$ cat config.mk
export PLATFORM = sky130hd
export DESIGN_NAME = lmp_back_flat
export DESIGN_NICKNAME = d
export VERILOG_FILES = /design/src/rtl/lmp_pkg.sv /design/src/rtl/lmp_ifs.sv /design/src/rtl/lmp_back.sv /design/src/flat_wrapper.sv
export SDC_FILE = /design/constraint.sdc
export NUM_CORES = 1
export LEC_CHECK = 0
export BUFFER_PORTS_ARGS = -buffer_cell sky130_fd_sc_hd__buf_2
export CAP_MARGIN = 10
export CORE_AREA = 2 2 324 326
export CTS_BUF_LIST = sky130_fd_sc_hd__clkbuf_4
export CTS_CLUSTER_DIAMETER = 50
export DETAILED_ROUTE_END_ITERATION = 8
export DIE_AREA = 0 0 326 328
export GPL_ROUTABILITY_DRIVEN = 1
export PLACE_DENSITY = 0.37
export REMOVE_ABC_BUFFERS = 1
export SYNTH_ARGS = -nofsm -noshare
export SYNTH_HDL_FRONTEND = slang
export SYNTH_SLANG_ARGS = --single-unit
$ cat constraint.sdc
create_clock -name clk -period 5.5 [get_ports clk]
set_input_delay 0.275 -clock clk [delete_from_list [all_inputs] [get_ports clk]]
set_output_delay 0.275 -clock clk [all_outputs]
set_load 0.005 [all_outputs]
$ cat src/rtl/lmp_pkg.sv
// ----------------------------------------------------------------------------
// lmp_pkg
// Shared types, constants and the step function of the listener pose pipeline.
// ----------------------------------------------------------------------------
package lmp_pkg;

  localparam int LMP_SQRT_STEPS = 17;
  localparam int LMP_DIV_STEPS  = 17;
  localparam int LMP_STEPS      = LMP_SQRT_STEPS + LMP_DIV_STEPS;
  localparam int LMP_SPS        = 4;
  localparam int LMP_NSTG       = (LMP_STEPS + LMP_SPS - 1) / LMP_SPS;

  localparam logic [23:0] SCALE_RESET = 24'd65536;
  localparam logic        REG_SCALE   = 1'b0;

  typedef enum logic [1:0] {
    BR_TRACE = 2'd0,
    BR_X     = 2'd1,
    BR_Y     = 2'd2,
    BR_Z     = 2'd3
  } lmp_branch_t;

  typedef struct packed {
    lmp_branch_t     sel;
    logic [32:0]     sq_x;
    logic [33:0]     sq_res;
    logic [2:0]      neg;
    logic [2:0][30:0] num;
    logic [2:0][16:0] quo;
    logic [2:0]      ovf;
    logic [2:0][44:0] pp_lo;
    logic [2:0][44:0] pp_hi;
    logic [2:0][57:0] pacc;
  } lmp_pipe_t;

  // One step of the shared sequence: square root steps first, then one
  // quotient bit for each of the three divisions.
  function automatic lmp_pipe_t lmp_step(lmp_pipe_t p, int k);
    lmp_pipe_t   q;
    logic [33:0] bit_v;
    logic [33:0] trial;
    logic [33:0] wsh;
    int          i;
    q = p;
    if (k < LMP_SQRT_STEPS) begin
      bit_v = 34'd1 << (2 * (LMP_SQRT_STEPS - 1 - k));
      trial = q.sq_res + bit_v;
      if ({1'b0, q.sq_x} >= trial) begin
        q.sq_x   = 33'({1'b0, q.sq_x} - trial);
        q.sq_res = (q.sq_res >> 1) + bit_v;
      end else begin
        q.sq_res = q.sq_res >> 1;
      end
    end else if (k < LMP_STEPS) begin
      i = LMP_STEPS - 1 - k;
      for (int j = 0; j < 3; j++) begin
        if (k == LMP_SQRT_STEPS) begin
          q.ovf[j] = ({4'b0, q.num[j]} >= {1'b0, q.sq_res[16:0], 17'b0});
        end
        wsh = 34'(q.sq_res[16:0]) << i;
        if ({3'b0, q.num[j]} >= wsh) begin
          q.num[j]    = 31'({3'b0, q.num[j]} - wsh);
          q.quo[j][i] = 1'b1;
        end
      end
    end
    return q;
  endfunction

endpackage

$ cat src/rtl/lmp_ifs.sv


interface lmp_pose_if;
  logic               valid;
  logic               ready;
  logic signed [31:0] pos_x, pos_y, pos_z;
  logic signed [15:0] quat_w, quat_x, quat_y, quat_z;

  modport source (output valid, pos_x, pos_y, pos_z, quat_w, quat_x, quat_y,
                  quat_z, input ready);
  modport sink (input valid, pos_x, pos_y, pos_z, quat_w, quat_x, quat_y,
                quat_z, output ready);
endinterface

$ cat src/rtl/lmp_back.sv
// ----------------------------------------------------------------------------
// lmp_back
// Output stage: saturation, quaternion placement, position shift and clamp.
// ----------------------------------------------------------------------------
module lmp_back (
  input  logic               clk,
  input  logic               rst,
  input  logic               in_valid,
  output logic               in_ready,
  input  lmp_pkg::lmp_pipe_t in_data,
  lmp_pose_if.source         pose
);
  import lmp_pkg::*;

  logic [16:0]  w;
  logic [15:0]  quarter;
  logic [15:0]  qv [3];
  logic [16:0]  mag;
  logic [31:0]  pv [3];
  logic [41:0]  sh;

  always_comb begin
    w       = in_data.sq_res[16:0];
    quarter = 16'(w >> 2);
    for (int j = 0; j < 3; j++) begin
      mag = in_data.ovf[j] ? 17'h1FFFF : in_data.quo[j];
      if (w == 17'd0) begin
        qv[j] = 16'd0;
      end else if (in_data.neg[j]) begin
        qv[j] = (mag >= 17'd32768) ? 16'h8000 : 16'd0 - {1'b0, mag[14:0]};
      end else begin
        qv[j] = (mag >= 17'd32767) ? 16'h7FFF : mag[15:0];
      end
      sh = in_data.pacc[j][57:16];
      if (sh[41:31] == {11{sh[41]}}) begin
        pv[j] = sh[31:0];
      end else begin
        pv[j] = sh[41] ? 32'h8000_0000 : 32'h7FFF_FFFF;
      end
    end
  end

  assign in_ready = !pose.valid || pose.ready;

  always_ff @(posedge clk) begin
    if (rst) begin
      pose.valid <= 1'b0;
    end else if (in_ready) begin
      pose.valid <= in_valid;
    end
  end

  always_ff @(posedge clk) begin
    if (in_ready) begin
      pose.pos_x <= pv[0];
      pose.pos_y <= pv[1];
      pose.pos_z <= pv[2];
      case (in_data.sel)
        BR_TRACE: begin
          pose.quat_w <= quarter; pose.quat_x <= qv[0];
          pose.quat_y <= qv[1];   pose.quat_z <= qv[2];
        end
        BR_X: begin
          pose.quat_w <= qv[0];   pose.quat_x <= quarter;
          pose.quat_y <= qv[1];   pose.quat_z <= qv[2];
        end
        BR_Y: begin
          pose.quat_w <= qv[0];   pose.quat_x <= qv[1];
          pose.quat_y <= quarter; pose.quat_z <= qv[2];
        end
        default: begin
          pose.quat_w <= qv[0];   pose.quat_x <= qv[1];
          pose.quat_y <= qv[2];   pose.quat_z <= quarter;
        end
      endcase
    end
  end

endmodule

$ cat src/flat_wrapper.sv
// flat-port wrapper written by rule: the top's interface ports become plain ports
module lmp_back_flat import lmp_pkg::*;
  (clk, rst, in_valid, in_ready, in_data, pose_valid, pose_pos_x, pose_pos_y, pose_pos_z, pose_quat_w, pose_quat_x, pose_quat_y, pose_quat_z, pose_ready);
  lmp_pose_if pose_i ();
  input  logic clk;
  input  logic rst;
  input  logic in_valid;
  output logic in_ready;
  input  lmp_pkg::lmp_pipe_t in_data;
  output wire logic [$bits(pose_i.valid)-1:0] pose_valid;
  output wire logic [$bits(pose_i.pos_x)-1:0] pose_pos_x;
  output wire logic [$bits(pose_i.pos_y)-1:0] pose_pos_y;
  output wire logic [$bits(pose_i.pos_z)-1:0] pose_pos_z;
  output wire logic [$bits(pose_i.quat_w)-1:0] pose_quat_w;
  output wire logic [$bits(pose_i.quat_x)-1:0] pose_quat_x;
  output wire logic [$bits(pose_i.quat_y)-1:0] pose_quat_y;
  output wire logic [$bits(pose_i.quat_z)-1:0] pose_quat_z;
  input wire logic [$bits(pose_i.ready)-1:0] pose_ready;
  assign pose_valid = pose_i.valid;
  assign pose_pos_x = pose_i.pos_x;
  assign pose_pos_y = pose_i.pos_y;
  assign pose_pos_z = pose_i.pos_z;
  assign pose_quat_w = pose_i.quat_w;
  assign pose_quat_x = pose_i.quat_x;
  assign pose_quat_y = pose_i.quat_y;
  assign pose_quat_z = pose_i.quat_z;
  assign pose_i.ready = pose_ready;
  lmp_back u_core (.clk(clk), .rst(rst), .in_valid(in_valid), .in_ready(in_ready), .in_data(in_data), .pose(pose_i));
endmodule
==> results.md <==
- Outcome: finished clean
- Initial antenna violation count: 9
- Commonest cells after routing, fill and taps aside: buf_2, edfxtp_1, nand2_1
- Max Cap Viol: 0
- GP Congestion: 0.916
- Htree depth: 4
- Setup TNS: 0 ps
- CTS tree: built
- Mapped cell area: 8910 µm²
- Root Driver: clkbuf_4
- Layout area overhead: 55.2%
- Final setup violation count: 0
- Clock sink count: 161
- Hold Path Class: input port to flop
- CP Class: flop to output port
- Worst Setup End Kind: output port
- Register bit total from synthesis: 161
- IO Count: 829
- CTS Buffer Depth: 2
- Cells on Worst Hold Path: 4
- HP Start: in_data[455]
- Synth warnings: 0
- Slew @ Worst Pin: 1080 ps
- Cells after synthesis: 927
- Final hold vios: 0
- Post-CTS setup buffer count: 0
- Post-synth ARST share: 0%
- Fin. max-slew vios: 0
- Pre-Repair DR Iteration Count: 6
- CTS clk-pin slew, worst paths: 170 ps
- Pre-CTS worst setup slack: 2200 ps
- Pwr Density: 218 nW/µm²
- Vias per inst: 3.51
- Reg2Reg Capture Point: u_core.pose.quat_w[5]
- Total GRT Usage: 9.84%
- Peak supply drop: 93.4 µV
- R2R cell count: 2
- Critical path startpoint category: flop
- Die Wd: 326 µm
- Hold_ws: 166 ps
- GRT overflow: 0
- WHS Endpoint: u_core.pose.quat_w[8]
- Skew final: 28.3 ps
- Arr. time, crit path: 2550 ps
- Final ANT Viol Nets: 0
- First-pass GRT wire length: 75100 µm
- Final WS setup: 2680 ps
- Vias: 9713
- Max frequency: 354 MHz
- Worst reg-to-reg setup slack: 3540 ps
- Layout cells sized above 1: 31.8%
- Peak fanout along the critical path: 78
- RSZ-0062 raised after global routing: no
- Routed len/inst: 19.5 µm
- Die ar.: 107000 µm²
- Hpwl dp: 41900 µm
- P_leak: 0.00524 µW
- Crit share post-route: 51.3%
- FP Rows: 118
- Total CTS buffers: 17
- PortBufs: 367
- Finished Cell Area: 13800 µm²
- Final period demand of the worst path: 2820 ps
- Post-Route WL: 53900 µm
- Dpl cell area: 12300 µm²
- Post-synth cell types: 72
- Nets: 2039
- Average cell area after synthesis: 9.61 µm²
- Worst r2r src: u_core.pose.valid
- Worst path required time: 5220 ps
- Filler Cells Inserted: 11800
- Initial Util: 8.63%
- Die H: 328 µm
- Core area: 103000 µm²
- Register area share after synthesis: 54.2%
- Largest net degree at the start of global routing: 79
- Post-synth EDFFs: 160
- DR iter-0 viols: 796
- Commonest non-fill, non-tap cell in the layout: buf_2
- Rel. slew slack: 27.7%
- Vias in the first global route: 9751
- Detailed-route DRC error count: 0
- Clock Latency Late Sink: 720 ps
- Synth Flop Type: edfxtp_1
==> registers in the layout (all words and copies together), names as in the netlist <==
name                count
u_core.pose.pos_x      32
u_core.pose.quat_y     16
u_core.pose.pos_z      32
u_core.pose.quat_x     16
u_core.pose.quat_w     16
u_core.pose.pos_y      32
u_core.pose.valid       1
u_core.pose.quat_z     16
==> cell type report <==
class                           count  area, µm²  share of cell area (%)
Tap cell                         1380       1730                    12.5
Inverter                           10       37.5                   0.272
Sequential cell                   161       4820                    34.9
Multi-Input combinational cell    679       3780                    27.4
Timing Repair Buffer              500       3150                    22.8
Clock inverter                     12        149                    1.08
Clock buffer                       20        150                    1.09
Antenna cell                        4       10.0                  0.0724
==> metal layers <==
| metal | part of all wire, % | up-vias | track usage (%) | wire length, µm |
|---|---|---|---|---|
| met4 | 2.1 | 6 | 2.74 | 1140 |
| met5 | 0.059 | - | 0 | 32 |
| li1 | - | 4419 | - | - |
| met3 | 7.4 | 45 | 2.69 | 4010 |
| met1 | 40 | 4757 | 11.5 | 21400 |
| met2 | 51 | 486 | 17.6 | 27300 |
==> Yosys cell counts, types with 3 or more instances <==
master / n / area, µm²
a211o_1: 6 / 52.6
a41oi_1: 4 / 35.0
nor2_1: 68 / 255
o221ai_1: 5 / 43.8
nor4_1: 22 / 138
or3_1: 14 / 87.6
clkbuf_1: 62 / 233
inv_1: 8 / 30.0
or4_1: 3 / 22.5
a22oi_1: 9 / 67.6
nand2_1: 158 / 593
edfxtp_1: 160 / 4800
o311ai_0: 5 / 43.8
o21ai_0: 124 / 621
buf_2: 7 / 35.0
mux2i_1: 8 / 80.1
a311o_1: 3 / 30.0
and3_1: 5 / 31.3
buf_1: 6 / 22.5
a31oi_1: 9 / 56.3
o31ai_1: 12 / 90.1
nor3_1: 30 / 150
a21o_1: 7 / 52.6
nand4_1: 25 / 156
nor4_2: 3 / 37.5
nand3_1: 22 / 110
or2_2: 5 / 31.3
nor3b_1: 4 / 30.0
a2bb2oi_1: 3 / 26.3
nand2b_1: 4 / 25.0
o211ai_1: 7 / 52.6
o22ai_1: 3 / 18.8
a21oi_1: 52 / 260
and2_1: 3 / 18.8
o41ai_1: 4 / 35.0
ha_1: 3 / 37.5
a211oi_1: 10 / 75.1
==> where the power goes <==
part           leakage (µW)  internal [µW]  switching, µW
combinational       0.00340            255            392
sequential          0.00168           1470           42.5
clock              0.000160            297            550
total               0.00524           2020            985
==> cell families after synthesis <==
group / synth area share, %
xor+xnor: 0.295
mux: 1.15
fa+ha+maj: 0.421
buf+inv: 3.86
compound gates: 19.9
simple gates: 20.2
flops: 54.2
==> per-stage QoR <==
step	util, %	cells	total power (µW)
floorplan	-	850	1710
global placement	11.9	2611	2130
detailed placement	11.9	2611	2120
CTS	13.4	2762	3080
global route	13.4	2764	3170
finish	13.4	2766	3010
==> worst max-delay path by stage <==
| stage | slack, ps | cells past startpoint | endpoint | start |
|---|---|---|---|---|
| 2_1_floorplan | 770 | 1 | u_core.pose.pos_x[0] | pose_ready |
| 3_3_place_gp | 2170 | 6 | u_core.pose.quat_x[9] | in_data[445] |
| 3_5_place_dp | 2200 | 6 | u_core.pose.quat_x[9] | in_data[445] |
| 4_1_cts | 2600 | 3 | in_ready | u_core.pose.valid |
| 5_1_grt | 2500 | 3 | in_ready | u_core.pose.valid |
| 6_report | 2680 | 3 | in_ready | u_core.pose.valid |
==> critical path, stage by stage (launching register included) <==
cell and delay, ps:
dfxtp_1 390, nand2b_4 550, buf_12 400, buf_2 220
==> timing repair <==
| item | in CTS | in global routing |
|---|---|---|
| hold buffers | 119 | 0 |
| hold endpoints to repair | 149 | 0 |
| resized for setup | 0 | 0 |
Note: power is estimated with default switching activity, not from simulation.
