**config.mk**
```make
export PLATFORM = sky130hd
export DESIGN_NAME = lmp_stage
export DESIGN_NICKNAME = d
export VERILOG_FILES = /design/src/rtl/lmp_pkg.sv /design/src/rtl/lmp_stage.sv
export SDC_FILE = /design/constraint.sdc
export NUM_CORES = 1
export LEC_CHECK = 0
export BUFFER_PORTS_ARGS = -buffer_cell sky130_fd_sc_hd__buf_2
export CORE_AREA = 10 10 505 507
export CTS_CLUSTER_DIAMETER = 80
export CTS_CLUSTER_SIZE = 20
export DETAILED_ROUTE_END_ITERATION = 16
export DIE_AREA = 0 0 515 517
export SKIP_LAST_GASP = 1
export SLEW_MARGIN = 5
export SYNTH_ARGS = -nofsm -noshare
export SYNTH_HDL_FRONTEND = slang
export SYNTH_SLANG_ARGS = --single-unit
export TNS_END_PERCENT = 100
```
**constraint.sdc**
```tcl
create_clock -name clk -period 29.7 [get_ports clk]
set_input_delay 5.94 -clock clk [delete_from_list [all_inputs] [get_ports clk]]
set_output_delay 5.94 -clock clk [all_outputs]
set_load 0.02 [all_outputs]
```
**src/rtl/lmp_pkg.sv**
```systemverilog
// ----------------------------------------------------------------------------
// lmp_pkg
// Shared types, constants and the step function of the listener pose pipeline.
// ----------------------------------------------------------------------------
package lmp_pkg;

  localparam int LMP_SQRT_STEPS = 17;
  localparam int LMP_DIV_STEPS  = 17;
  localparam int LMP_STEPS      = LMP_SQRT_STEPS + LMP_DIV_STEPS;
  localparam int LMP_SPS        = 4;
  localparam int LMP_NSTG       = (LMP_STEPS + LMP_SPS - 1) / LMP_SPS;

  localparam logic [23:0] SCALE_RESET = 24'd65536;
  localparam logic        REG_SCALE   = 1'b0;

  typedef enum logic [1:0] {
    BR_TRACE = 2'd0,
    BR_X     = 2'd1,
    BR_Y     = 2'd2,
    BR_Z     = 2'd3
  } lmp_branch_t;

  typedef struct packed {
    lmp_branch_t     sel;
    logic [32:0]     sq_x;
    logic [33:0]     sq_res;
    logic [2:0]      neg;
    logic [2:0][30:0] num;
    logic [2:0][16:0] quo;
    logic [2:0]      ovf;
    logic [2:0][44:0] pp_lo;
    logic [2:0][44:0] pp_hi;
    logic [2:0][57:0] pacc;
  } lmp_pipe_t;

  // One step of the shared sequence: square root steps first, then one
  // quotient bit for each of the three divisions.
  function automatic lmp_pipe_t lmp_step(lmp_pipe_t p, int k);
    lmp_pipe_t   q;
    logic [33:0] bit_v;
    logic [33:0] trial;
    logic [33:0] wsh;
    int          i;
    q = p;
    if (k < LMP_SQRT_STEPS) begin
      bit_v = 34'd1 << (2 * (LMP_SQRT_STEPS - 1 - k));
      trial = q.sq_res + bit_v;
      if ({1'b0, q.sq_x} >= trial) begin
        q.sq_x   = 33'({1'b0, q.sq_x} - trial);
        q.sq_res = (q.sq_res >> 1) + bit_v;
      end else begin
        q.sq_res = q.sq_res >> 1;
      end
    end else if (k < LMP_STEPS) begin
      i = LMP_STEPS - 1 - k;
      for (int j = 0; j < 3; j++) begin
        if (k == LMP_SQRT_STEPS) begin
          q.ovf[j] = ({4'b0, q.num[j]} >= {1'b0, q.sq_res[16:0], 17'b0});
        end
        wsh = 34'(q.sq_res[16:0]) << i;
        if ({3'b0, q.num[j]} >= wsh) begin
          q.num[j]    = 31'({3'b0, q.num[j]} - wsh);
          q.quo[j][i] = 1'b1;
        end
      end
    end
    return q;
  endfunction

endpackage

```
**src/rtl/lmp_stage.sv**
```systemverilog
// ----------------------------------------------------------------------------
// lmp_stage
// One pipeline stage: a few square root / quotient steps, position sum.
// ----------------------------------------------------------------------------
module lmp_stage #(
  parameter int STAGE = 0
) (
  input  logic               clk,
  input  logic               rst,
  input  logic               in_valid,
  output logic               in_ready,
  input  lmp_pkg::lmp_pipe_t in_data,
  output logic               out_valid,
  input  logic               out_ready,
  output lmp_pkg::lmp_pipe_t out_data
);
  import lmp_pkg::*;

  lmp_pipe_t nxt;

  always_comb begin
    nxt = in_data;
    for (int j = 0; j < LMP_SPS; j++) begin
      nxt = lmp_step(nxt, STAGE * LMP_SPS + j);
    end
    for (int a = 0; a < 3; a++) begin
      if (STAGE == 0) begin
        // merge the two partial products of the scale multiply
        nxt.pacc[a] = ({{13{in_data.pp_hi[a][44]}}, in_data.pp_hi[a]} << 12)
                    + {{13{in_data.pp_lo[a][44]}}, in_data.pp_lo[a]};
      end else if (STAGE == 1) begin
        // negate and add the rounding half
        nxt.pacc[a] = 58'd32768 - in_data.pacc[a];
      end
    end
  end

  assign in_ready = !out_valid || out_ready;

  always_ff @(posedge clk) begin
    if (rst) begin
      out_valid <= 1'b0;
    end else if (in_ready) begin
      out_valid <= in_valid;
    end
  end

  always_ff @(posedge clk) begin
    if (in_ready) begin
      out_data <= nxt;
    end
  end

endmodule

```
==> impl_metrics.env, run 1 <==
export IMPL_ctsLongestPathBuffers=3
export IMPL_area_growth_pct=32.9
export IMPL_h_tree_depth=2
export IMPL_fin_hold_ws_ps=1360
export IMPL_grt_usage_pct=14.4
export IMPL_min_to="out_data[128]"
export IMPL_hp_start="out_valid"
export IMPL_synth_edf_count=627
export IMPL_cts_root_buf="clkbuf_16"
export IMPL_drtIter0Drc=2734
export IMPL_fp_dieArea_mm2=0.266
export IMPL_syn_avg_cell_area_um2=11.7
export IMPL_fin_nets=5132
export IMPL_dp_hpwl_um=177000
export IMPL_drc=0
export IMPL_syn_area_mm2=0.0357
export IMPL_cp_max_fo=36
export IMPL_p_leak_nw=19.9
export IMPL_synth_top_area_cell="edfxtp_1"
export IMPL_min_period_ps=19620
export IMPL_synthFlopType="edfxtp_1"
export IMPL_max_freq_mhz=51.0
export IMPL_final_antenna_net_count=0
export IMPL_pin_count=1332
export IMPL_dpl_worst_slack_ps=9530
export IMPL_path_depth=42
export IMPL_n_fill_cell=26800
export IMPL_status="finished clean"
export IMPL_vdd_drop_max_uv=93.7
export IMPL_cts_clk_slew_worst_paths_ps=80
export IMPL_core_area_mm2=0.245
export IMPL_hp_class="reg -> reg"
export IMPL_start_kind="input port"
export IMPL_end_kind="flip-flop"
export IMPL_gp_congestion=0.969
export IMPL_grt_max_degree=72
export IMPL_die_y_um=517
export IMPL_grt_pass1_wl_um=265000
export IMPL_slew_headroom_pct=24.4
export IMPL_synth_seq_cells=628
export IMPL_rr_startpoint="out_valid"
export IMPL_numCtsBuffers=61
export IMPL_start_util_pct=14.6
export IMPL_setup_ws_ps=10080
export IMPL_drive_above_1_share_pct=32.5
export IMPL_crit_slowest_cell="a221oi_4"
export IMPL_rows=182
export IMPL_via_per_inst=4.14
export IMPL_crit_type="in -> reg"
export IMPL_final_cell_count_no_fill=7497
export IMPL_hold_viol_final=0
export IMPL_arrival_ps=20000
export IMPL_p_per_area_mw_per_mm2=85.8
export IMPL_grt_pass1_vias=29700
export IMPL_reg2regPathDepth=6
export IMPL_grt_busiest_layer="met2"
export IMPL_synth_cell_type_count=102
export IMPL_synthArstFlopShare_pct=0
export IMPL_dieWidth_um=515
export IMPL_synth_top_area_share_pct=52.8
export IMPL_worstHoldPathCells=1
export IMPL_cts_tree="done"
export IMPL_ys_top_cells_by_area="edfxtp_1 53%, ha_1 9.6%, xnor2_1 4.0%, a21oi_1 3.4%, a21o_1 2.8%"
export IMPL_drv_slew=0
export IMPL_cts_resized=0
export IMPL_firstDrtPassIters=5
export IMPL_postCtsHoldBufs=0
export IMPL_use_met2_pct=26.3
export IMPL_required_ps=30080
export IMPL_post_route_util_pct=19.4
export IMPL_postCtsSetupRepairBufs=0
export IMPL_yosys_warnings=0
export IMPL_path_common_cell="ha_1"
export IMPL_antenna_found_initial=100
export IMPL_rsz0062_at_grt="no"
export IMPL_finClkSkew_ps=38.6
export IMPL_critPathBufInv=5
export IMPL_crit_family="compound AO/OA/AOI/OAI gates"
export IMPL_cts_sinks=628
export IMPL_wirelength_um=206000
export IMPL_tightest_slew_ps=1130
export IMPL_fin_tns_setup_ps=0
export IMPL_period_share_pct=66.1
export IMPL_met1_usage_pct=15.5
export IMPL_setup_viol=0
export IMPL_cap_violations=0
export IMPL_wire_per_inst_um=27.4
export IMPL_crit_path_max_incr_delay_ps=860
export IMPL_synth_yosys_seq_area_share_pct=52.8
export IMPL_grtUsageMet3_pct=4.15
export IMPL_vias=31000
export IMPL_r2r_setup_slack_ps=24600
export IMPL_port_buffers=1157
export IMPL_grt_ovfl_total=0
export IMPL_placed_cells=7340
export IMPL_r2r_end="out_data[209]"
export IMPL_synthCells=3048
export IMPL_clk_insertion_delay_late_ps=750
-- worst max-delay path by stage --
stage                      start       endpoint  slack [ps]
finish              in_data[612]  out_data[653]       10080
global route        in_data[612]  out_data[653]        9400
CTS                 in_data[612]  out_data[653]       10240
detailed placement  in_data[612]  out_data[653]        9530
global placement    in_data[612]  out_data[653]        9520
floorplan              out_ready       in_ready        2740
-- synthesized netlist by cell type, types with 8 or more instances --
cell type,count
ha_1,274
nor2b_1,31
o21bai_1,24
a21boi_0,8
a211o_1,13
mux2_4,9
and2_1,23
and3_1,36
nand2_1,187
clkbuf_1,40
buf_2,23
a31oi_1,42
o21a_1,46
xor2_1,66
nor2_1,183
a211oi_1,36
o2111ai_1,10
or2_2,13
inv_1,129
nor3_1,53
a21oi_1,245
mux2_1,8
nor4_1,9
or3_1,16
nand3_1,77
edfxtp_1,627
xnor2_1,161
o211ai_1,22
fa_1,8
mux2_2,23
nand4_1,50
o31ai_1,19
a21o_1,132
mux2i_1,19
nand2b_1,36
o21ai_0,136
a221o_1,9
buf_4,39
-- metal layers --
metal	routed length [µm]	share of wire [%]
met5	388	0.19
met3	17200	8.4
met4	9530	4.6
met1	73100	36
met2	105000	51
-- layout make-up --
class	instances	area (µm²)	share of cell area (%)
sequential	628	18800	39.7
multi-input combinational	2181	15700	33.2
timing repair buffer	1181	5970	12.6
tap	3220	4030	8.50
clock buffer	65	1560	3.30
clock inverter	45	653	1.38
inverter	130	488	1.03
antenna	47	118	0.248
-- stage by stage --
| step | power (mW) | instance area (µm²) |
|---|---|---|
| floorplan | 2.56 | 35700 |
| global placement | 3.20 | 45100 |
| detailed placement | 3.20 | 45100 |
| CTS | 4.12 | 47300 |
| global route | 4.31 | 47300 |
| finish | 4.07 | 47400 |
-- placed cells by master, fill, tap and decap left out, types with 13 or more instances in the layout --
cell type / count
buf_2: 1157
mux2i_1: 19
a211o_1: 13
buf_4: 24
o21bai_1: 24
nor3_1: 53
nor2b_1: 31
mux2_2: 23
o21ai_0: 135
o31ai_1: 19
o211ai_1: 22
nand2b_1: 35
or2_2: 13
diode_2: 47
a31oi_1: 42
o21a_1: 46
or3_1: 16
and2_1: 23
xor2_1: 66
nand4_1: 50
a21o_1: 132
a21oi_1: 245
nand3_1: 77
edfxtp_1: 627
nor2_1: 183
a211oi_1: 35
ha_1: 274
inv_1: 129
xnor2_1: 161
clkbuf_16: 62
nand2_1: 187
and3_1: 36
-- registers in the layout (all words and copies together), names as in the netlist --
name and flops:
out_valid 1, out_data 627
-- power by group --
| part | leakage (nW) | total, mW | internal [mW] | switching, mW |
|---|---|---|---|---|
| logic | 12.4 | 1.96 | 0.719 | 1.24 |
| registers | 6.51 | 1.23 | 1.15 | 0.0754 |
| clock network | 1.07 | 0.881 | 0.433 | 0.448 |
| total | 19.9 | 4.07 | 2.31 | 1.76 |
-- worst reg2reg max path: cells and delay by family, from the launching register on --
family / cells / cell delay [ps]
and+or+nand+nor: 1 / 680
buffers and inverters: 5 / 3590
DFF: 1 / 420
-- logic make-up (layout without fill, tap and decap cells) --
group | after synthesis | in the layout | synth area share [%]
adder cells (fa/ha/maj) | 282 | 282 | 10.1
AND/OR/NAND/NOR | 746 | 746 | 10.2
buffers and inverters | 240 | 1421 | 3.13
XOR/XNOR | 227 | 227 | 5.57
multiplexers | 59 | 59 | 1.89
other | 1 | 49 | 0.0105
AO/OA/AOI/OAI | 865 | 865 | 16.3
flip-flops | 628 | 628 | 52.8
Note: power is estimated with default switching activity, not from simulation.
==> run 2: changes to the inputs <==
==> constraint.sdc (replaced) <==
create_clock -name clk -period 18.6 [get_ports clk]
set_input_delay 3.72 -clock clk [delete_from_list [all_inputs] [get_ports clk]]
set_output_delay 3.72 -clock clk [all_outputs]
set_load 0.02 [all_outputs]
==> impl_metrics.env, run 2 (synthesized netlist as in run 1, its figures left out) <==
export IMPL_rr_startpoint="out_valid"
export IMPL_finClkSkew_ps=52.7
export IMPL_dp_hpwl_um=177000
export IMPL_crit_type="in -> reg"
export IMPL_drv_slew=0
export IMPL_postCtsSetupRepairBufs=0
export IMPL_h_tree_depth=2
export IMPL_dieWidth_um=515
export IMPL_rows=182
export IMPL_period_share_pct=83.4
export IMPL_setup_viol=0
export IMPL_top_register="out_data"
export IMPL_fp_dieArea_mm2=0.266
export IMPL_drc=0
export IMPL_ctsLongestPathBuffers=3
export IMPL_r2r_end="out_data[101]"
export IMPL_required_ps=19030
export IMPL_reg_top3="out_data x627, out_valid x1"
export IMPL_endpoint="out_data[659]"
export IMPL_grt_usage_pct=14.4
export IMPL_drtIter0Drc=2680
export IMPL_final_common_cell="buf_2"
export IMPL_via_per_inst=4.17
export IMPL_status="finished clean"
export IMPL_rsz0062_at_grt="no"
export IMPL_grt_pass1_vias=29800
export IMPL_startpoint="in_data[612]"
export IMPL_tightest_slew_ps=1160
export IMPL_vdd_drop_max_uv=133
export IMPL_min_period_ps=15510
export IMPL_pin_count=1332
export IMPL_vias=31300
export IMPL_end_kind="flip-flop"
export IMPL_start_util_pct=14.6
export IMPL_path_depth=47
export IMPL_largest_register_ffs=627
export IMPL_numCtsBuffers=58
export IMPL_start_kind="input port"
export IMPL_cts_clk_slew_worst_paths_ps=90
export IMPL_crit_family="compound AO/OA/AOI/OAI gates"
export IMPL_slew_headroom_pct=21.8
export IMPL_cap_violations=0
export IMPL_crit_path_max_incr_delay_ps=680
export IMPL_n_fill_cell=26800
export IMPL_final_cell_mix="1157 x buf_2, 627 x edfxtp_1, 274 x ha_1, 245 x a21oi_1, 187 x nand2_1"
export IMPL_cp_max_fo=37
export IMPL_firstDrtPassIters=5
export IMPL_grt_max_degree=174
export IMPL_gp_congestion=0.979
export IMPL_reg2regPathDepth=5
export IMPL_wirelength_um=205000
export IMPL_cts_tree="done"
export IMPL_antenna_found_initial=99
export IMPL_wire_per_inst_um=27.4
export IMPL_cts_sinks=628
export IMPL_core_area_mm2=0.245
export IMPL_clk_insertion_delay_late_ps=730
export IMPL_max_freq_mhz=64.5
export IMPL_critPathBufInv=7
export IMPL_postCtsHoldBufs=0
export IMPL_cts_resized=0
export IMPL_worstHoldPathCells=2
export IMPL_hold_viol_final=0
export IMPL_area_growth_pct=32.8
export IMPL_fin_nets=5137
export IMPL_r2r_setup_slack_ps=14680
export IMPL_crit_slowest_cell="o31ai_1"
export IMPL_grt_pass1_wl_um=266000
export IMPL_arrival_ps=15940
export IMPL_die_y_um=517
export IMPL_fin_tns_setup_ps=0
export IMPL_hp_class="reg -> reg"
export IMPL_p_leak_nw=19.9
export IMPL_drive_above_1_share_pct=32.6
export IMPL_cts_root_buf="clkbuf_16"
export IMPL_port_buffers=1157
export IMPL_grt_ovfl_total=0
export IMPL_final_antenna_net_count=0
export IMPL_fin_hold_ws_ps=1070
export IMPL_p_per_area_mw_per_mm2=138
-- run 2: worst min-delay path by stage --
stage / from / end / slack, ps
global route: out_valid / out_data[272] / 1170
floorplan: rst / out_valid / 3790
finish: out_valid / out_data[2] / 1070
CTS: out_valid / out_data[2] / 1140
global placement: out_valid / out_data[361] / 1110
detailed placement: out_valid / out_data[2] / 1110
-- run 2: stage by stage --
step                instances  worst slack (ps)  power, mW  util (%)  cell area [µm²]
finish                   7494              3090       6.55      19.4            47400
global route             7466              2430       6.93      19.3            47300
CTS                      7453              3380       6.64      19.3            47300
detailed placement       7348              2620       5.22      18.5            45200
global placement         7348              2770       5.21      18.5            45200
floorplan                3049              3300       4.07         -            35700
-- run 2: area by class of cell --
class | count | area (µm²) | share of cell area [%]
diodes | 41 | 103 | 0.216
multi-input cells | 2181 | 15700 | 33.2
inverters | 130 | 488 | 1.03
clock buffers | 65 | 1510 | 3.18
well taps | 3220 | 4030 | 8.50
flip-flops and latches | 628 | 18800 | 39.8
repair buffers | 1189 | 6080 | 12.8
clock inverters | 40 | 596 | 1.26
-- run 2: routing by layer --
metal  global-route usage, %  routed length (µm)
met2                    26.1              105000
met1                    15.6               73900
met4                    6.50               11000
met3                    3.76               15700
met5                       0                 313
-- run 2: power by group --
part | internal, mW | switching (mW) | total, mW
Combinational | 1.23 | 2.00 | 3.23
Sequential | 1.84 | 0.119 | 1.96
Clock | 0.670 | 0.691 | 1.36
-- run 2: worst register-to-register path, delay by kind of cell, from the launching register on --
kind	cells	cell delay (ps)
flip-flops	1	340
buffers and inverters	4	2920
AND/OR/NAND/NOR	1	170
