File: src/rtl/lmp_pkg.sv
// ----------------------------------------------------------------------------
// lmp_pkg
// Shared types, constants and the step function of the listener pose pipeline.
// ----------------------------------------------------------------------------
package lmp_pkg;

  localparam int LMP_SQRT_STEPS = 17;
  localparam int LMP_DIV_STEPS  = 17;
  localparam int LMP_STEPS      = LMP_SQRT_STEPS + LMP_DIV_STEPS;
  localparam int LMP_SPS        = 4;
  localparam int LMP_NSTG       = (LMP_STEPS + LMP_SPS - 1) / LMP_SPS;

  localparam logic [23:0] SCALE_RESET = 24'd65536;
  localparam logic        REG_SCALE   = 1'b0;

  typedef enum logic [1:0] {
    BR_TRACE = 2'd0,
    BR_X     = 2'd1,
    BR_Y     = 2'd2,
    BR_Z     = 2'd3
  } lmp_branch_t;

  typedef struct packed {
    lmp_branch_t     sel;
    logic [32:0]     sq_x;
    logic [33:0]     sq_res;
    logic [2:0]      neg;
    logic [2:0][30:0] num;
    logic [2:0][16:0] quo;
    logic [2:0]      ovf;
    logic [2:0][44:0] pp_lo;
    logic [2:0][44:0] pp_hi;
    logic [2:0][57:0] pacc;
  } lmp_pipe_t;

  // One step of the shared sequence: square root steps first, then one
  // quotient bit for each of the three divisions.
  function automatic lmp_pipe_t lmp_step(lmp_pipe_t p, int k);
    lmp_pipe_t   q;
    logic [33:0] bit_v;
    logic [33:0] trial;
    logic [33:0] wsh;
    int          i;
    q = p;
    if (k < LMP_SQRT_STEPS) begin
      bit_v = 34'd1 << (2 * (LMP_SQRT_STEPS - 1 - k));
      trial = q.sq_res + bit_v;
      if ({1'b0, q.sq_x} >= trial) begin
        q.sq_x   = 33'({1'b0, q.sq_x} - trial);
        q.sq_res = (q.sq_res >> 1) + bit_v;
      end else begin
        q.sq_res = q.sq_res >> 1;
      end
    end else if (k < LMP_STEPS) begin
      i = LMP_STEPS - 1 - k;
      for (int j = 0; j < 3; j++) begin
        if (k == LMP_SQRT_STEPS) begin
          q.ovf[j] = ({4'b0, q.num[j]} >= {1'b0, q.sq_res[16:0], 17'b0});
        end
        wsh = 34'(q.sq_res[16:0]) << i;
        if ({3'b0, q.num[j]} >= wsh) begin
          q.num[j]    = 31'({3'b0, q.num[j]} - wsh);
          q.quo[j][i] = 1'b1;
        end
      end
    end
    return q;
  endfunction

endpackage

File: src/rtl/lmp_apb_regs.sv
// ----------------------------------------------------------------------------
// lmp_apb_regs
// APB register file holding the scene scale factor.
// ----------------------------------------------------------------------------
module lmp_apb_regs (
  input  logic        clk,
  input  logic        rst,
  input  logic        psel,
  input  logic        penable,
  input  logic        pwrite,
  input  logic [2:0]  paddr,
  input  logic [31:0] pwdata,
  output logic [31:0] prdata,
  output logic        pready,
  output logic [23:0] scale
);
  import lmp_pkg::*;

  assign pready = 1'b1;

  always_ff @(posedge clk) begin
    if (rst) begin
      scale <= SCALE_RESET;
    end else if (psel && penable && pwrite && (paddr[2] == REG_SCALE)) begin
      scale <= pwdata[23:0];
    end
  end

  assign prdata = (paddr[2] == REG_SCALE) ? {8'b0, scale} : 32'b0;

endmodule

File: config.mk
export PLATFORM = sky130hd
export DESIGN_NAME = lmp_apb_regs
export DESIGN_NICKNAME = d
export VERILOG_FILES = /design/src/rtl/lmp_pkg.sv /design/src/rtl/lmp_apb_regs.sv
export SDC_FILE = /design/constraint.sdc
export NUM_CORES = 1
export LEC_CHECK = 0
export ABC_CLOCK_PERIOD_IN_PS = 2500
export BUFFER_PORTS_ARGS = -buffer_cell sky130_fd_sc_hd__buf_2
export CAP_MARGIN = 20
export CORE_MARGIN = 10
export CORE_UTILIZATION = 43
export CTS_CLUSTER_DIAMETER = 120
export CTS_CLUSTER_SIZE = 40
export DETAILED_ROUTE_END_ITERATION = 7
export GPL_ROUTABILITY_DRIVEN = 0
export MAX_ROUTING_LAYER = met4
export PLACE_DENSITY = 0.84
export SLEW_MARGIN = 5
export SYNTH_ARGS = -nofsm -noshare
export SYNTH_HDL_FRONTEND = slang
export SYNTH_SLANG_ARGS = --single-unit
File: constraint.sdc
create_clock -name clk -period 2.5 [get_ports clk]
set_input_delay 0.25 -clock clk [delete_from_list [all_inputs] [get_ports clk]]
set_output_delay 0.25 -clock clk [all_outputs]
set_load 0.05 [all_outputs]
==> out/metrics.csv, run 1 <==
stage;metric;value;unit
worst_setup_path;worst-r2r-cell-count;2;
finish;flow.area_growth_from_synthesis;27.3;%
timing;layout_min_cycle_time;1.37;ns
yosys;yosys.area.top_type_share;0.359;
die;die_outline_area;5750;um^2
hold_path;worstHoldPathCells;3;
timing;setup-tns-final;0;ns
clocking;clk_path_buf_depth;2;
hold_path;worstHoldPathType;in -> reg;
yosys;synth_sequential_area_ratio;0.359;
clocking;clock_insertion_delay_worst_skew;0.31;ns
worst_setup_path;crit_chain;nor2b_1 -> buf_2;
timing;worst_slack;1.13;ns
clocking;cts_num_sinks;24;
power;share_comb_of_total_power;0.218;
yosys;synth.area.top_cells;dfxtp_1 (36%), nand2b_1 (21%), mux2i_1 (18%), nor2b_1 (9.3%), buf_4 (5.0%);
route;vias;1122;
finish;largest_registers;scale (24);
worst_setup_path;worst_ep_arrival_time;1.12;ns
die;die_height;75.8;um
power;peakVddDrop;0.000168;V
timing;setup-violations-final;0;
clocking;ctsResizeCount;0;
clocking;cts_bufs_inserted;3;
yosys;mappedNetlistArea;1340;um^2
worst_setup_path;setup.worst_path.class;reg -> out;
clocking;cts_hold_buf;0;
timing;min_period_over_period;0.547;
timing;maxSlewViolCount;0;
global_route;wire_length_of_the_first_global_routing_pass;5.13;mm
route;drt-pass1-iter-count;4;
timing;slew_of_the_pin_with_the_lowest_slew_margin;0.545;ns
power;p_int;0.000532;W
clocking;post-cts-setup-buffer-count;0;
clocking;clk_transition_reported_paths;0.13;ns
power;power_switching;0.000239;W
yosys;post_synth.cell_area_avg;9.43;um^2
run_status;run_status;completed;
yosys;synth_area_leader_cell;dfxtp_1;
timing;finalClockSkew;0;ns
finish;drive_above_1_share;0.406;
timing;rsz0062_at_grt;no;
route;routed_wl;3.32;mm
power;share_seq_of_total_power;0.514;
clocking;cts.htree.levels;1;
die;design.core.area;3030;um^2
power;total_leakage_power;0.844;nW
worst_setup_path;critical-path-max-stage-delay;0.39;ns
clocking;cts_root_buffer;clkbuf_4;
finish;largest_reg_flops;24;
finish;largest-register;scale;
finish;num-nets-final;253;
die;io_pins;97;
global_route;number_of_global_route_vias_before_repair;1126;
die;std_cell_rows;20;
timing;whs;0.176;ns
worst_setup_path;critPathRequiredTime;2.25;ns
finish;diodes;0;
timing;final-hold-violation-count;0;
placement;place_hpwl;2.61;mm
worst_setup_path;worst_setup_path_start_kind;flop;
worst_setup_path;crit_slowest_cell;dfxtp_1;
finish;n_fill_cell;309;
placement;port_buffers;77;
power;power_per_cell_area;453;nW/um^2
global_route;antenna_found_initial;0;
route;drcViolationCount;0;
power;power.clock.fraction;0.268;
global_route;grtUsageTotal;0.116;
route;drt.antenna.violating_nets;0;
timing;max_freq;732;MHz
global_route;grt_max_degree;49;
die;floorplan.die.width;75.8;um
route;routedWlPerCell;13.0;um
finish;multi_input_comb_area;739;um^2
route;drt_iter0_drc;59;
yosys;ys_ff_latch;24;
timing;max_slew_margin;0.637;
route;routed_via_count_divided_by_cell_count;4.38;
power;power_switching_share;0.310;
worst_setup_path;critPathCaptureType;output pin;
yosys;postSynthCellCount;142;
die;initial_core_util;0.442;
placement;place_worst_setup_slack;0.977;ns
finish;area.sequential;480;um^2
worst_setup_path;path_max_fanout;3;
yosys;synth.yosys.warnings;0;
yosys;synth.distinct_cells;12;
global_route;overflow;0;
job;max_cap_viol_count;0;
clocking;cts_tree;built;
==> cell type report <==
type                            instances  area share
Clock buffer                            4      0.0213
Multi-Input combinational cell        106       0.434
Sequential cell                        24       0.282
Tap cell                               44      0.0323
Timing Repair Buffer                   78       0.231
==> worst paths after layout <==
| check | start | end | slack [ns] |
|---|---|---|---|
| worst min register to register | scale[12]$_SDFFE_PP0P_ | scale[12]$_SDFFE_PP0P_ | 0.49 |
| worst max register to register | scale[13]$_SDFFE_PP0P_ | scale[13]$_SDFFE_PP0P_ | 1.83 |
| worst max-delay path | scale[3]$_SDFFE_PP0P_ | prdata[3] | 1.13 |
| worst min-delay path | pwdata[10] | scale[10]$_SDFFE_PP0P_ | 0.18 |
==> stage by stage <==
stage / cell area (um^2) / util / std cells / power [W]
2_1_floorplan: 1370 / - / 149 / 0.000547
3_3_place_gp: 1670 / 0.551 / 252 / 0.000572
3_5_place_dp: 1670 / 0.551 / 252 / 0.000574
4_1_cts: 1700 / 0.563 / 256 / 0.000780
5_1_grt: 1700 / 0.563 / 256 / 0.000802
6_report: 1700 / 0.563 / 256 / 0.000771
==> Yosys cell counts (all sizes together) <==
library cell and count:
clkbuf 7, and2b 4, nand2b 46, buf 12
dfxtp 24, nor2 2, mux2i 24, conb 2
and4b 1, nor2b 20
==> cell usage in the layout (no fill, tap or decap), drive strengths merged <==
cell    synthesis  layout
clkbuf          7       4
nor2            2       2
buf            12      78
dfxtp          24      24
and2b           4       4
and4b           1       1
nand2b         46      46
conb            2       9
mux2i          24      24
nor2b          20      20
==> cell families (layout without fill, tap and decap cells) <==
group                  after synthesis  after routing  share of synthesized area
DFF                                 24             24                      0.359
buffers and inverters               19             82                      0.108
muxes                               24             24                      0.179
and+or+nand+nor                     73             73                      0.348
other                                2              9                    0.00561
==> power groups by stage <==
stage / sequential [W] / clock, W / combinational [W]
floorplan: 0.000434 / 0 / 0.000113
global placement: 0.000405 / 0 / 0.000167
detailed placement: 0.000405 / 0 / 0.000169
CTS: 0.000397 / 0.000214 / 0.000169
global route: 0.000398 / 0.000223 / 0.000181
finish: 0.000397 / 0.000206 / 0.000168
==> critical path: cells and delay by family, from the launching register on <==
family	cells	cell delay (ns)
buffers and inverters	1	0.28
AND/OR/NAND/NOR	1	0.14
flip-flops	1	0.39
==> layer usage <==
| layer | GRT usage | vias up | routed length (um) |
|---|---|---|---|
| met5 | - | - | 0 |
| met4 | 0.0371 | 0 | 15 |
| met3 | 0.0365 | 2 | 382 |
| met2 | 0.192 | 56 | 1490 |
| met1 | 0.130 | 498 | 1440 |
| li1 | - | 566 | - |
No activity file was read; power rests on OpenSTA's default activity.
==> run 2, diff against run 1 <==
--- a/config.mk
+++ b/config.mk
@@ -5,17 +5,17 @@
 export SDC_FILE = /design/constraint.sdc
 export NUM_CORES = 1
 export LEC_CHECK = 0
-export ABC_CLOCK_PERIOD_IN_PS = 2500
+export ABC_CLOCK_PERIOD_IN_PS = 1400
 export BUFFER_PORTS_ARGS = -buffer_cell sky130_fd_sc_hd__buf_2
 export CAP_MARGIN = 20
 export CORE_MARGIN = 10
-export CORE_UTILIZATION = 43
+export CORE_UTILIZATION = 40
 export CTS_CLUSTER_DIAMETER = 120
 export CTS_CLUSTER_SIZE = 40
 export DETAILED_ROUTE_END_ITERATION = 7
 export GPL_ROUTABILITY_DRIVEN = 0
 export MAX_ROUTING_LAYER = met4
-export PLACE_DENSITY = 0.84
+export PLACE_DENSITY = 0.79
 export SLEW_MARGIN = 5
 export SYNTH_ARGS = -nofsm -noshare
 export SYNTH_HDL_FRONTEND = slang
==> constraint.sdc (replaced) <==
create_clock -name clk -period 1.4 [get_ports clk]
set_input_delay 0.14 -clock clk [delete_from_list [all_inputs] [get_ports clk]]
set_output_delay 0.14 -clock clk [all_outputs]
set_load 0.05 [all_outputs]
==> run 2 against run 1 <==
Clock power rose by 72%. Hold slack got worse by 0.10 ns. Register-to-register slack got worse by 1.1 ns. Cell count rose by 0.78%. Clock skew did not move. Global-route usage fell by 1.0 points. Combinational power rose by 90%. Count of clock-buffer cells in the layout did not move. Power rose by 79%. Flip-flop and latch count did not move. Sequential share of layout area fell by 1.4 points. Via count fell by 1.2%.
==> out/metrics.csv, run 2 (synthesis results as in run 1) <==
stage;metric;value;unit
clocking;ctsResizeCount;0;
global_route;grt_max_degree;28;
die;io_pins;97;
finish;n_fill_cell;307;
hold_path;worstHoldPathType;in -> reg;
timing;final-hold-violation-count;0;
worst_setup_path;setup.worst_path.class;reg -> out;
timing;layout_min_cycle_time;1.24;ns
route;drcViolationCount;0;
hold_path;hold_path_endpoint;scale[0]$_SDFFE_PP0P_;
global_route;grtUsageTotal;0.106;
worst_setup_path;critPathRequiredTime;1.26;ns
timing;finalClockSkew;0;ns
finish;largest-register;scale;
die;die_height;77.9;um
die;design.core.area;3130;um^2
worst_setup_path;worst_ep_arrival_time;1.10;ns
timing;min_period_over_period;0.884;
finish;final_common_cell;buf_2;
placement;place_hpwl;2.67;mm
timing;maxSlewViolCount;0;
timing;rsz0062_at_grt;no;
global_route;antenna_found_initial;0;
finish;num-nets-final;255;
timing;max_freq;808;MHz
finish;non_filler_cells_final;258;
run_status;run_status;completed;
clocking;cts.htree.levels;1;
finish;drive_above_1_share;0.505;
placement;port_buffers;77;
die;die_outline_area;6060;um^2
clocking;clk_path_buf_depth;2;
worst_setup_path;path_max_fanout;3;
hold_path;hold_path.startpoint;pwdata[0];
worst_setup_path;worstReg2RegEnd;scale[9]$_SDFFE_PP0P_;
placement;placed_cells_incl_taps;254;
route;drt-pass1-iter-count;4;
route;vias;1108;
power;power_per_cell_area;769;nW/um^2
route;routedWlPerCell;12.9;um
finish;mostFrequentLayoutCells;buf_2 (77), nand2b_1 (46), mux2i_1 (24), dfxtp_1 (24), nor2b_2 (20);
route;routed_via_count_divided_by_cell_count;4.29;
route;drt_iter0_drc;28;
worst_setup_path;worst-r2r-cell-count;2;
die;initial_core_util;0.428;
global_route;number_of_global_route_vias_before_repair;1172;
finish;largest_reg_flops;24;
power;total_leakage_power;0.863;nW
worst_setup_path;critPathCaptureType;output pin;
die;floorplan.die.width;77.9;um
power;peakVddDrop;0.000314;V
global_route;wire_length_of_the_first_global_routing_pass;5.32;mm
finish;flow.area_growth_from_synthesis;34.0;%
timing;setup-tns-final;0;ns
worst_setup_path;reg2reg_from;scale[9]$_SDFFE_PP0P_;
clocking;post-cts-setup-buffer-count;0;
clocking;cts_tree;built;
clocking;cts_hold_buf;0;
global_route;overflow;0;
worst_setup_path;worst_setup_path_start_kind;flop;
clocking;cts_num_sinks;24;
timing;setup-violations-final;0;
clocking;cts_root_buffer;clkbuf_4;
job;max_cap_viol_count;0;
finish;diodes;0;
clocking;cts_bufs_inserted;3;
die;std_cell_rows;20;
hold_path;worstHoldPathCells;3;
worst_setup_path;r2r_slack;0.78;ns
route;routed_wl;3.32;mm
route;drt.antenna.violating_nets;0;
finish;largest_registers;scale (24);
clocking;clock_insertion_delay_worst_skew;0.30;ns
clocking;clk_transition_reported_paths;0.13;ns
## run 2: cell count changes in the layout (fill, tap and decap cells not counted), sizes merged
cell  change
buf       +2
## run 2: where the power goes
part	switching, W	leakage (nW)	total [W]	internal [W]
clock	0.000195	0.0210	0.000354	0.000159
combinational	0.000214	0.648	0.000319	0.000105
sequential	0.00000960	0.194	0.000708	0.000698
## run 2: worst max-delay path: stages, from the launching register on
cell	delay, ns
dfxtp_1	0.37
nor2b_2	0.15
buf_2	0.27
## run 2: layout make-up
class,instances,area (um^2),share of cell area
repair buffers,80,433,0.241
multi-input cells,106,790,0.440
clock buffers,4,36.3,0.0202
well taps,44,55.1,0.0307
flip-flops and latches,24,480,0.268
## run 2: per-stage QoR
stage	instance area (um^2)	hold slack, ns	setup WS, ns	power, W	util
after CTS	1790	0.0612	0.132	0.00141	0.574
final	1790	0.0736	0.163	0.00138	0.574
after global routing	1790	0.0643	0.101	0.00144	0.574
after detailed placement	1760	0.409	0.199	0.00105	0.562
after global placement	1760	0.398	0.217	0.00104	0.562
after floorplan	1420	0.295	0.0708	0.000984	-
## run 2: per-layer routing
layer / global-route usage / vias up / part of all wire
met1: 0.121 / 483 / 0.45
met2: 0.165 / 56 / 0.44
li1: - / 567 / -
met3: 0.0472 / 2 / 0.10
met4: 0.0274 / 0 / 0.0039
met5: - / - / 0
## run 2: how the worst max path moves through the flow
stage	from	to
floorplan	scale[10]$_SDFFE_PP0P_	prdata[10]
global placement	paddr[2]	scale[12]$_SDFFE_PP0P_
detailed placement	paddr[2]	scale[12]$_SDFFE_PP0P_
CTS	scale[22]$_SDFFE_PP0P_	prdata[22]
global route	scale[3]$_SDFFE_PP0P_	prdata[3]
finish	scale[22]$_SDFFE_PP0P_	prdata[22]
==> run 3, diff against run 2 <==
--- a/config.mk
+++ b/config.mk
@@ -14,8 +14,10 @@
 export CTS_CLUSTER_SIZE = 40
 export DETAILED_ROUTE_END_ITERATION = 7
 export GPL_ROUTABILITY_DRIVEN = 0
+export HOLD_SLACK_MARGIN = 0.08
 export MAX_ROUTING_LAYER = met4
 export PLACE_DENSITY = 0.79
+export REMOVE_ABC_BUFFERS = 1
 export SLEW_MARGIN = 5
 export SYNTH_ARGS = -nofsm -noshare
 export SYNTH_HDL_FRONTEND = slang
==> run 3 against run 2 <==
Cell count is 8.9% higher. Count of clock-buffer cells in the layout unchanged. Sequential share of layout area down 2.3 points. Fmax decreased by 1.6%. Worst setup slack lost 0.020 ns. Sequential power is essentially flat. Clock skew is the same. Design area up 9.3%. Via count increased by 9.0%. Combinational power increased by 13%. First-iteration DRC count is 54% higher. Critical path type unchanged.
==> out/metrics.csv, run 3 (synthesis results as in run 1) <==
stage;metric;value;unit
timing;slew_of_the_pin_with_the_lowest_slew_margin;0.550;ns
die;io_pins;97;
timing;min_period_over_period;0.898;
clocking;cts_num_sinks;24;
timing;max_slew_margin;0.633;
route;drt.antenna.violating_nets;0;
clocking;clk_path_buf_depth;2;
worst_setup_path;critical-path-max-stage-delay;0.37;ns
die;std_cell_rows;20;
finish;non_filler_cells_final;281;
worst_setup_path;critPathCaptureType;output pin;
finish;largest_registers;scale (24);
finish;final_common_cell;buf_2;
finish;n_fill_cell;271;
worst_setup_path;reg2reg_from;scale[13]$_SDFFE_PP0P_;
placement;placed_cell_area;1700;um^2
worst_setup_path;worstReg2RegEnd;scale[13]$_SDFFE_PP0P_;
finish;largest_reg_flops;24;
die;initial_core_util;0.428;
finish;largest-register;scale;
route;vias;1208;
clocking;post-cts-setup-buffer-count;0;
route;routed_wl;3.69;mm
timing;final-hold-violation-count;0;
timing;finalClockSkew;0;ns
worst_setup_path;worst_ep_arrival_time;1.12;ns
finish;flow.area_growth_from_synthesis;46.5;%
placement;place_hpwl;2.69;mm
timing;layout_min_cycle_time;1.26;ns
worst_setup_path;critPathRequiredTime;1.26;ns
placement;port_buffers;77;
power;report.power.total;0.00143;W
route;drcViolationCount;0;
global_route;grtUsageTotal;0.121;
timing;worst_slack;0.143;ns
worst_setup_path;path_max_fanout;3;
clocking;cts_root_buffer;clkbuf_4;
run_status;run_status;completed;
worst_setup_path;worst-r2r-cell-count;2;
route;drt_iter0_drc;43;
finish;drive_above_1_share;0.371;
die;die_height;77.9;um
clocking;clock_insertion_delay_worst_skew;0.31;ns
finish;diodes;0;
power;power_per_cell_area;731;nW/um^2
route;routedWlPerCell;13.1;um
job;max_cap_viol_count;0;
global_route;antenna_found_initial;0;
die;design.core.area;3130;um^2
hold_path;hold_path.startpoint;pwdata[13];
finish;final_area;1960;um^2
global_route;wire_length_of_the_first_global_routing_pass;6.05;mm
placement;placed_cells_incl_taps;254;
route;routed_via_count_divided_by_cell_count;4.30;
global_route;grt_max_degree;49;
timing;setup-violations-final;0;
die;die_outline_area;6060;um^2
worst_setup_path;setup.worst_path.class;reg -> out;
placement;place_worst_setup_slack;0.331;ns
power;peakVddDrop;0.000383;V
power;total_leakage_power;0.953;nW
global_route;overflow;0;
die;floorplan.die.width;77.9;um
timing;maxSlewViolCount;0;
timing;rsz0062_at_grt;no;
worst_setup_path;worst_setup_path_start_kind;flop;
route;drt-pass1-iter-count;4;
worst_setup_path;crit_slowest_cell;dfxtp_1;
timing;max_freq;795;MHz
global_route;number_of_global_route_vias_before_repair;1245;
hold_path;worstHoldPathType;in -> reg;
clocking;cts.htree.levels;1;
worst_setup_path;crit_chain;nor2b_1 -> buf_2;
clocking;clk_transition_reported_paths;0.14;ns
finish;mostFrequentLayoutCells;buf_2 (77), nand2b_1 (46), mux2i_1 (24), dfxtp_1 (24), dlygate4sd3_1 (23);
hold_path;hold_path_endpoint;scale[13]$_SDFFE_PP0P_;
finish;num-nets-final;278;
clocking;cts_tree;built;
hold_path;worstHoldPathCells;3;
worst_setup_path;r2r_slack;0.74;ns
clocking;cts_bufs_inserted;3;
## run 3: power by group
group | leakage (nW) | switching [W] | internal [W] | total (W)
sequential | 0.194 | 0.0000102 | 0.000698 | 0.000708
clock | 0.0210 | 0.000208 | 0.000159 | 0.000366
combinational | 0.737 | 0.000219 | 0.000140 | 0.000359
## run 3: area by class of cell
class | instances | area (um^2) | share of cell area
repair buffers | 103 | 651 | 0.332
flip-flops and latches | 24 | 480 | 0.245
multi-input cells | 106 | 739 | 0.377
well taps | 44 | 55.1 | 0.0281
clock buffers | 4 | 36.3 | 0.0185
## run 3: repair_timing
action / CTS / global route
hold buffers: 23 / 0
resized for setup: 0 / 0
endpoints found under the hold margin: 23 / 0
## run 3: worst max path at each step
| stage | startpoint | endpoint |
|---|---|---|
| 2_1_floorplan | scale[10]$_SDFFE_PP0P_ | prdata[10] |
| 3_3_place_gp | paddr[2] | scale[19]$_SDFFE_PP0P_ |
| 3_5_place_dp | paddr[2] | scale[20]$_SDFFE_PP0P_ |
| 4_1_cts | scale[18]$_SDFFE_PP0P_ | prdata[18] |
| 5_1_grt | scale[18]$_SDFFE_PP0P_ | prdata[18] |
| 6_report | scale[18]$_SDFFE_PP0P_ | prdata[18] |
## run 3: through the flow
stage,hold WS [ns],setup TNS (ns),utilization
detailed placement,0.411,0,0.542
global placement,0.401,0,0.542
floorplan,0.295,-4.25,-
CTS,0.0803,0,0.627
global route,0.101,0,0.627
finish,0.0829,0,0.627
## run 3: critical path: cells and delay by family (launching register included)
family                 cells  cell delay, ns
and+or+nand+nor            1            0.15
DFF                        1            0.37
buffers and inverters      1            0.28
## run 3: metal layers
metal / track usage / wire, um
met3: 0.0392 / 310
met2: 0.211 / 1810
met1: 0.125 / 1520
met5: - / 0
met4: 0.0438 / 46
